<file path="config.mk">
export PLATFORM = sky130hd
export DESIGN_NAME = crg_sqrt
export DESIGN_NICKNAME = d
export VERILOG_FILES = /design/src/hdl/crg_sqrt.sv
export SDC_FILE = /design/constraint.sdc
export NUM_CORES = 2
export LEC_CHECK = 0
export BUFFER_PORTS_ARGS = -buffer_cell sky130_fd_sc_hd__buf_2
export CORE_MARGIN = 4
export CORE_UTILIZATION = 58
export DETAILED_ROUTE_END_ITERATION = 7
export PLACE_DENSITY = 0.77
export SYNTH_ARGS = -nofsm -noshare
export SYNTH_HDL_FRONTEND = slang
export SYNTH_SLANG_ARGS = --single-unit
</file>
<file path="constraint.sdc">
create_clock -name clk -period 3.6 [get_ports clk]
set_input_delay 0.18 -clock clk [delete_from_list [all_inputs] [get_ports clk]]
set_output_delay 0.18 -clock clk [all_outputs]
set_load 0.05 [all_outputs]
</file>
<file path="src/hdl/crg_sqrt.sv">
// Pipelined integer square root, one result bit per stage.
module crg_sqrt #(
	parameter int W = 62
) (
	input  logic            clk,
	input  logic            en,
	input  logic [W-1:0]    rad,
	output logic [W/2-1:0]  root
);

	localparam int LAT = W / 2;

	logic [W-1:0] n_s [LAT];
	logic [W-1:0] r_s [LAT];

	genvar i;
	generate
		for (i = 0; i < LAT; i++) begin : g_stage
			localparam logic [W-1:0] BIT = {{(W-1){1'b0}}, 1'b1} << (W - 2 - 2 * i);
			logic [W-1:0] n_in, r_in, n_c, r_c;
			logic [W:0]   trial;

			if (i == 0) begin : g_first
				assign n_in = rad;
				assign r_in = '0;
			end else begin : g_next
				assign n_in = n_s[i-1];
				assign r_in = r_s[i-1];
			end

			always_comb begin
				trial = {1'b0, r_in} + {1'b0, BIT};
				if ({1'b0, n_in} >= trial) begin
					n_c = n_in - trial[W-1:0];
					r_c = (r_in >> 1) + BIT;
				end else begin
					n_c = n_in;
					r_c = r_in >> 1;
				end
			end

			always_ff @(posedge clk) begin
				if (en) begin
					n_s[i] <= n_c;
					r_s[i] <= r_c;
				end
			end
		end
	endgenerate

	assign root = r_s[LAT-1][W/2-1:0];

endmodule

</file>
==> impl_metrics.tcl <==
set metrics [dict create \
    ys_seq_elements 2356 \
    grt_max_degree 186 \
    clk_pin_slew_ns 0.07 \
    cts_buffers 233 \
    synth_xor_area_share_pct 6.33 \
    end_kind "register" \
    cts.root.buffer_cell "clkbuf_16" \
    synth_top_family_by_area "simple AND/OR/NAND/NOR gates" \
    start_util_pct 58.5 \
    path_max_fanout 4 \
    finalNetCount 10566 \
    synthMuxAreaShare_pct 0.911 \
    wl_per_cell_um 24.3 \
    synthSimpleGateAreaFrac_pct 12.3 \
    fillers 13327 \
    synth_top_area_share_pct 62.6 \
    utilization_pct 68.2 \
    die_h_um 450 \
    drt-total-wl_um 309000 \
    die-area_mm2 0.202 \
    maxSlewHeadroom_pct 29.4 \
    p_leak_nw 50.3 \
    drc 0 \
    worstSetupPathType "reg2reg" \
    io_pins 95 \
    netlist_area_mm2 0.113 \
    layout_common_cells "2356 x edfxtp_1, 671 x buf_4, 654 x inv_1, 587 x nand2_1, 566 x nor2_1" \
    final_antenna_net_count 0 \
    worst_pin_slew_ns 1.06 \
    place_ws_ns -0.396 \
    crit_path_start_kind "register" \
    vias_per_cell 6.12 \
    setup_viol_count_final 0 \
    yosysSeqAreaShare_pct 62.6 \
    gr-total-overflow 0 \
    synth_nets 9584 \
    core-area_mm2 0.193 \
    hold_viol_final 0 \
    fin_setup_tns_ns 0 \
    status "finished clean" \
    final_common_cell "edfxtp_1" \
    clock_path_buffers 3 \
    crit_arrival_ns 4.16 \
    skew_ns 0.0580 \
    rsz0062_at_grt "yes" \
    ir_drop_mv 0.537 \
    cts_tree "yes" \
    yosys.area.top_type "edfxtp_1" \
    area_delta_synth_final_pct 16.6 \
    drtIter0Drc 7618 \
    synth_compound_area_share_pct 9.34 \
    synth_edf_count 2356 \
    synth_cell_types 96 \
    syn_avg_cell_area_um2 12.6 \
    ys.flop_type "edfxtp_1" \
    dp_hpwl_um 230000 \
    gp_congestion 0.969 \
    grt_pass1_wl_um 463000 \
    hp-class "in2reg" \
    yosys_warnings 0 \
    worstPathRequired_ns 4.22 \
    cts.sinks 2356 \
    firstDrtPassIters 7 \
    holdWs_ns 0.0613 \
    antenna_found_initial 7 \
    slew_viol_final 0 \
    setup_slack_ns 0.0697 \
    vias 77707 \
    synth_cells 8995 \
    synthTopCellsByArea "edfxtp_1 63%, ha_1 5.8%, xnor2_1 3.4%" \
    cap_violations 0 \
    grt_pass1_vias 77330 \
    core.rowCount 161 \
    port_buffers 94 \
    insertion_delay_ns 0.88 \
    final_layout_size_suffix_gt1_share_pct 14.4 \
    htree_levels 4 \
    max_clock_freq_mhz 283 \
    grt_use_total_pct 30.0 \
    die_x_um 450 \
    power_mw 82.4 \
    powerDensity_mw_per_mm2 625 \
    synthArstFlopShare_pct 0 \
    synthAdderAreaFrac_pct 5.81 \
    finalCritPeriodShare_pct 98.1 \
    min_period_ns 3.53 \
]
==> metrics by stage <==
stage / instance area (um2) / std cells
6_report: 132000 / 12704
5_1_grt: 132000 / 12703
4_1_cts: 131000 / 12673
3_5_place_dp: 121000 / 12116
3_3_place_gp: 121000 / 12116
2_1_floorplan: 113000 / 8995
==> critical path, stage by stage, from the launching register on <==
cell and delay (ns):
edfxtp_1 0.40, ha_2 0.22, or2_2 0.31, o21bai_4 0.21, a211oi_4 0.10, a211o_1 0.39, a311o_1 0.43, a221oi_2 0.25
buf_4 0.15, nor2_1 0.04, or4b_2 0.63, xnor2_1 0.14
==> power breakdown <==
group	internal [mW]	leakage, nW	switching, mW
sequential	34.8	22.7	2.89
combinational	8.55	23.9	11.0
clock	14.3	3.81	10.8
total	57.6	50.3	24.7
==> layout make-up <==
class | count | area [um2] | share of cell area (%)
clock inverters | 166 | 1960 | 1.49
well taps | 2526 | 3160 | 2.40
multi-input cells | 5806 | 40100 | 30.4
diodes | 3 | 7.51 | 0.00569
clock buffers | 267 | 5980 | 4.54
inverters | 658 | 2470 | 1.87
flip-flops and latches | 2356 | 70700 | 53.7
repair buffers | 922 | 7380 | 5.60
==> cells by family after synthesis <==
kind of cell / Yosys count
mux: 93
flops: 2356
xor+xnor: 817
buf+inv: 833
simple gates: 2664
fa+ha+maj: 525
compound gates: 1707
==> cells in the mapped netlist (87+ instances only) <==
cell type	number
nand3_1	158
inv_1	654
nand2_1	591
edfxtp_1	2356
o21ai_0	434
xnor2_1	442
clkbuf_1	138
nor2_1	570
nor3_1	235
ha_1	525
or4_1	87
or3_1	94
nand2b_1	111
xor2_1	375
a21oi_1	548
nand4_1	143
a21o_1	201
nor4_1	314
==> state kept, by name, summed over array words and instances (netlist names) <==
register and count:
n_s 1860, r_s 496
==> final timing paths <==
kind | from | to | slack, ns | cells after the start
max | n_s[1][509] | n_s[1][602] | 0.07 | 11
min | rad[28] | n_s[0][28] | 0.06 | 2
max reg2reg | n_s[1][509] | n_s[1][602] | 0.07 | 11
min reg2reg | n_s[0][644] | n_s[0][706] | 0.44 | 0
==> timing repair <==
item,in CTS,in global routing
setup endpoints to repair,134,281
cloned,0,1
resized for setup,43,145
pin swaps,6,33
buffers inserted,2,27
endpoints found under the hold margin,221,0
hold buffers,122,0
==> routing by layer <==
| layer | up-vias | global-route usage [%] | part of all wire (%) |
|---|---|---|---|
| met3 | 881 | 4.04 | 5.8 |
| met4 | 4 | 15.4 | 6.1 |
| met5 | - | 0 | 0.011 |
| li1 | 35745 | - | - |
| met2 | 3199 | 54.9 | 52 |
| met1 | 37878 | 34.2 | 36 |
(Power assumes the default switching activity.)
