[src/hdl/crg_div.sv]
// Pipelined restoring divider, BPS quotient bits per stage.
module crg_div #(
	parameter int NW  = 45,
	parameter int DW  = 31,
	parameter int QW  = 15,
	parameter int BPS = 2
) (
	input  logic          clk,
	input  logic          en,
	input  logic [NW-1:0] num,
	input  logic [DW-1:0] den,
	output logic [QW-1:0] quo
);

	localparam int LAT = (QW + BPS - 1) / BPS;

	logic [DW-1:0] rem_s [LAT];
	logic [QW-1:0] low_s [LAT];
	logic [QW-1:0] q_s   [LAT];
	logic [DW-1:0] den_s [LAT];
	logic [DW-1:0] rem0;

	// upper numerator bits are known to sit below den
	generate
		if (NW > QW) begin : g_pre
			assign rem0 = DW'(num[NW-1:QW]);
		end else begin : g_nopre
			assign rem0 = '0;
		end
	endgenerate

	genvar i;
	generate
		for (i = 0; i < LAT; i++) begin : g_stage
			logic [DW-1:0] r_in, r_c, d_in;
			logic [QW-1:0] l_in, l_c, q_in, q_c;
			logic [DW:0]   t;

			if (i == 0) begin : g_first
				assign r_in = rem0;
				assign l_in = num[QW-1:0];
				assign q_in = '0;
				assign d_in = den;
			end else begin : g_next
				assign r_in = rem_s[i-1];
				assign l_in = low_s[i-1];
				assign q_in = q_s[i-1];
				assign d_in = den_s[i-1];
			end

			always_comb begin
				r_c = r_in;
				l_c = l_in;
				q_c = q_in;
				t   = '0;
				for (int b = 0; b < BPS; b++) begin
					if (i * BPS + b < QW) begin
						t = {r_c, l_c[QW-1]};
						if (t >= {1'b0, d_in}) begin
							r_c = DW'(t - {1'b0, d_in});
							q_c = {q_c[QW-2:0], 1'b1};
						end else begin
							r_c = t[DW-1:0];
							q_c = {q_c[QW-2:0], 1'b0};
						end
						l_c = {l_c[QW-2:0], 1'b0};
					end
				end
			end

			always_ff @(posedge clk) begin
				if (en) begin
					rem_s[i] <= r_c;
					low_s[i] <= l_c;
					q_s[i]   <= q_c;
					den_s[i] <= d_in;
				end
			end
		end
	endgenerate

	assign quo = q_s[LAT-1];

endmodule

[config.mk]
export PLATFORM = sky130hd
export DESIGN_NAME = crg_div
export DESIGN_NICKNAME = d
export VERILOG_FILES = /design/src/hdl/crg_div.sv
export SDC_FILE = /design/constraint.sdc
export NUM_CORES = 2
export LEC_CHECK = 0
export BUFFER_PORTS_ARGS = -buffer_cell sky130_fd_sc_hd__buf_2
export CAP_MARGIN = 20
export CORE_MARGIN = 5
export CORE_UTILIZATION = 55
export CTS_CLUSTER_SIZE = 20
export DETAILED_ROUTE_END_ITERATION = 6
export MAX_ROUTING_LAYER = met4
export PLACE_DENSITY_LB_ADDON = 0.25
export SETUP_SLACK_MARGIN = 0.4
export SKIP_LAST_GASP = 1
export SLEW_MARGIN = 20
export SYNTH_ARGS = -nofsm -noshare
export SYNTH_HDL_FRONTEND = slang
export SYNTH_SLANG_ARGS = --single-unit
[constraint.sdc]
create_clock -name clk -period 7.25 [get_ports clk]
set_clock_uncertainty 0.2 [all_clocks]
set_input_delay 1.45 -clock clk [delete_from_list [all_inputs] [get_ports clk]]
set_output_delay 1.45 -clock clk [all_outputs]
set_load 0.005 [all_outputs]
==> metrics.md <==
| Metric | Value |
|---|---|
| Run status | `completed` |
| Max-slew headroom | `32.7%` |
| Initial antenna violation count | `0` |
| Worst hold slack | `0.201 ns` |
| Critical Path Fanout Max | `32` |
| CTS clk-pin slew, worst paths | `0.06 ns` |
| Clock buffer depth | `3` |
| Tightest Pin Transition | `1.01 ns` |
| Worst path most repeated cell | `inv_1` |
| Vias in the first global route | `36.3k` |
| Synth unique cells | `100` |
| Root buf cell | `clkbuf_16` |
| First-pass GRT wire length | `182 mm` |
| Die X | `296 microns` |
| Avg Cell Area, Syn | `9.74 sq um` |
| Final hold vios | `0` |
| Fmax | `151 MHz` |
| Post-route DRC | `0` |
| WL final | `115 mm` |
| Cells after Synth | `4622` |
| Drt via density | `5.84` |
| Final Wtd Congestion | `0.998` |
| Routed Antenna Nets | `0` |
| Fraction of registers with async set/reset | `0%` |
| Largest net degree at the start of global routing | `142` |
| Final setup vio count | `0` |
| Kind of start point of the critical path | `flop` |
| Fillers | `6701` |
| CORE AREA | `80800 sq um` |
| Ant diodes | `0` |
| Grt ovf | `0` |
| H-tree depth | `3` |
| Prevailing post-synth register cell | `edfxtp_1` |
| Nets | `5604` |
| Register area share after synthesis | `37.0%` |
| Crit end category | `flop` |
| Clk sinks | `554` |
| Die H | `296 microns` |
| Final Max Slew Viols | `0` |
| WP data arrival | `6.74 ns` |
| Syn Std Cell Area | `45000 sq um` |
| WP buf/inv | `7` |
| First-iteration detailed-routing DRC count | `1968` |
| CTS buffer count | `66` |
| Cts hold-fix bufs | `0` |
| DR vias | `35.9k` |
| CP max-delay cell | `o31ai_1` |
| Crit-path max cell delay | `0.63 ns` |
| Worst Hold Class | `reg -> reg` |
| FF+latch count, synth | `554` |
| Final Critical Period | `6.61 ns` |
| Drt first pass iters | `5` |
| Layout cells sized above 1 | `16.6%` |
| Dpl hpwl | `92.8 mm` |
| Number of synthesized flops with an enable pin | `554` |
| Fin crit share | `91.1%` |
| Worst path top cell family by delay | `compound AO/OA/AOI/OAI gates` |
| Critical path cell sequence | `inv_1, ha_1, inv_1, fa_1, a21o_1, a31o_2, a21oi_2, o31ai_1, o211ai_1, buf_12, inv_1, mux2_2, ha_1, a2111oi_0, a21oi_1, a31oi_2, o21ai_0, buf_4, o2111ai_1, and3_1, inv_2, buf_4, mux2_1` |
| Wire per inst | `18.7 microns` |
| Cell Rows | `104` |
| RSZ-0062 raised after global routing | `false` |
| Max Cap Viol | `0` |
| Post-synthesis to final-layout area growth | `14.6%` |
| Effective utilization at floorplan | `55.7%` |
| Clock latency on the worst-skew pair | `0.60 ns` |
| Syn nets | `5179` |
| YS warnings | `0` |
| WS Path Type | `reg -> reg` |
| Die area | `87600 sq um` |
| CTS tree | `done` |
| # IOs | `93` |
| Required time worst endpoint | `7.39 ns` |
| GRT Total Usage | `26.5%` |
| Port buffer count | `92` |
==> sequential cells by signal (all words and copies together), names as in the netlist <==
name   cells
q_s       71
den_s    217
rem_s    217
low_s     49
==> cells by family (layout without fill, tap and decap cells) <==
group	after synthesis	count (layout)	synth area share (%)
AND/OR/NAND/NOR	1081	1081	11.7
adder cells (fa/ha/maj)	479	479	13.6
AO/OA/AOI/OAI	1395	1395	19.8
buffers and inverters	494	968	4.38
multiplexers	266	266	6.71
flip-flops	554	554	37.0
XOR/XNOR	353	353	6.89
==> metal layers <==
layer | track usage (%) | wire [microns] | vias to the layer above
li1 | - | - | 18100
met1 | 26.4 | 43500 | 16800
met2 | 49.3 | 59900 | 722
met3 | 2.31 | 2930 | 328
met4 | 17.1 | 8910 | 0
met5 | - | 0 | -
==> cell type report <==
| class | count | area (sq um) | share of cell area [%] |
|---|---|---|---|
| Clock buffer | 75 | 1730 | 3.35 |
| Inverter | 384 | 1440 | 2.79 |
| Clock inverter | 42 | 370 | 0.718 |
| Sequential cell | 554 | 16600 | 32.3 |
| Multi-Input combinational cell | 3574 | 26600 | 51.5 |
| Tap cell | 1060 | 1330 | 2.57 |
| Timing Repair Buffer | 467 | 3530 | 6.84 |
==> final timing paths <==
kind,from,endpoint,slack (ns),cells after the start
hold reg to reg,low_s[0][7],low_s[1][9],0.20,0
setup / recovery,low_s[5][13],rem_s[6][27],0.64,23
hold / removal,low_s[0][7],low_s[1][9],0.20,0
setup reg to reg,low_s[5][13],rem_s[6][27],0.64,23
==> synth_stat cells (all sizes together), types with 12 or more instances <==
cell type | count | area (sq um)
edfxtp | 554 | 16600
ha | 465 | 5820
a21oi | 439 | 2200
inv | 384 | 1440
o21ai | 302 | 1520
nor2 | 285 | 1070
nand2 | 282 | 1060
mux2 | 242 | 2770
xnor2 | 233 | 2040
a21o | 200 | 1500
xor2 | 120 | 1060
nand3 | 106 | 531
nor3 | 67 | 340
o21a | 65 | 488
clkbuf | 61 | 229
nand4 | 57 | 357
o21bai | 57 | 443
nor2b | 56 | 350
a211oi | 49 | 390
buf | 49 | 300
and3 | 45 | 282
nand2b | 44 | 275
a31oi | 39 | 250
o31ai | 35 | 268
and2 | 26 | 168
mux2i | 24 | 253
o211ai | 23 | 183
nor4 | 21 | 131
or3 | 21 | 131
or2 | 18 | 113
and4 | 16 | 140
a2111oi | 14 | 154
a211o | 14 | 123
a21boi | 14 | 105
fa | 14 | 280
a31o | 12 | 105
o31a | 12 | 105
==> stage by stage <==
| step | cells | cell area, sq um | setup TNS [ns] | util, % | setup WS, ns |
|---|---|---|---|---|---|
| 5_1_grt | 6156 | 51600 | 0 | 63.8 | 0.357 |
| 4_1_cts | 6151 | 51400 | 0 | 63.6 | 0.441 |
| 3_3_place_gp | 6033 | 49300 | -0.00291 | 61.0 | -0.00291 |
| 3_5_place_dp | 6033 | 49300 | -2.38 | 61.0 | -0.120 |
| 2_1_floorplan | 4622 | 45000 | 0 | - | 0.424 |
| 6_report | 6156 | 51600 | 0 | 63.8 | 0.642 |
==> placed cells by master (no fill, tap or decap), types with 20 or more instances in the layout <==
master / count
a211oi_1: 44
nor2_1: 285
and3_1: 45
buf_4: 357
ha_1: 464
inv_1: 381
mux2_1: 54
clkbuf_16: 71
o21ai_0: 289
o31ai_1: 33
o211ai_1: 21
and2_1: 23
xnor2_1: 233
mux2i_1: 23
mux2_2: 177
o21bai_1: 55
nand2b_1: 44
or3_1: 21
a31oi_1: 38
a21o_1: 200
nand4_1: 57
nand3_1: 105
buf_2: 91
nand2_1: 281
nor4_1: 20
o21a_1: 64
edfxtp_1: 554
a21oi_1: 430
nor2b_1: 56
xor2_1: 119
nor3_1: 66
==> repair_timing <==
item / 4_1_cts / 5_1_grt
endpoints found under the setup margin: 86 / 177
hold endpoints to repair: 0 / 0
buffers inserted: 1 / 2
resized for setup: 5 / 23
cloned: 0 / 3
pin swaps: 0 / 5
Power is left out: the tool's default activity adds up to more than one toggle a clock period on the data nets, which glitch-free logic cannot reach.
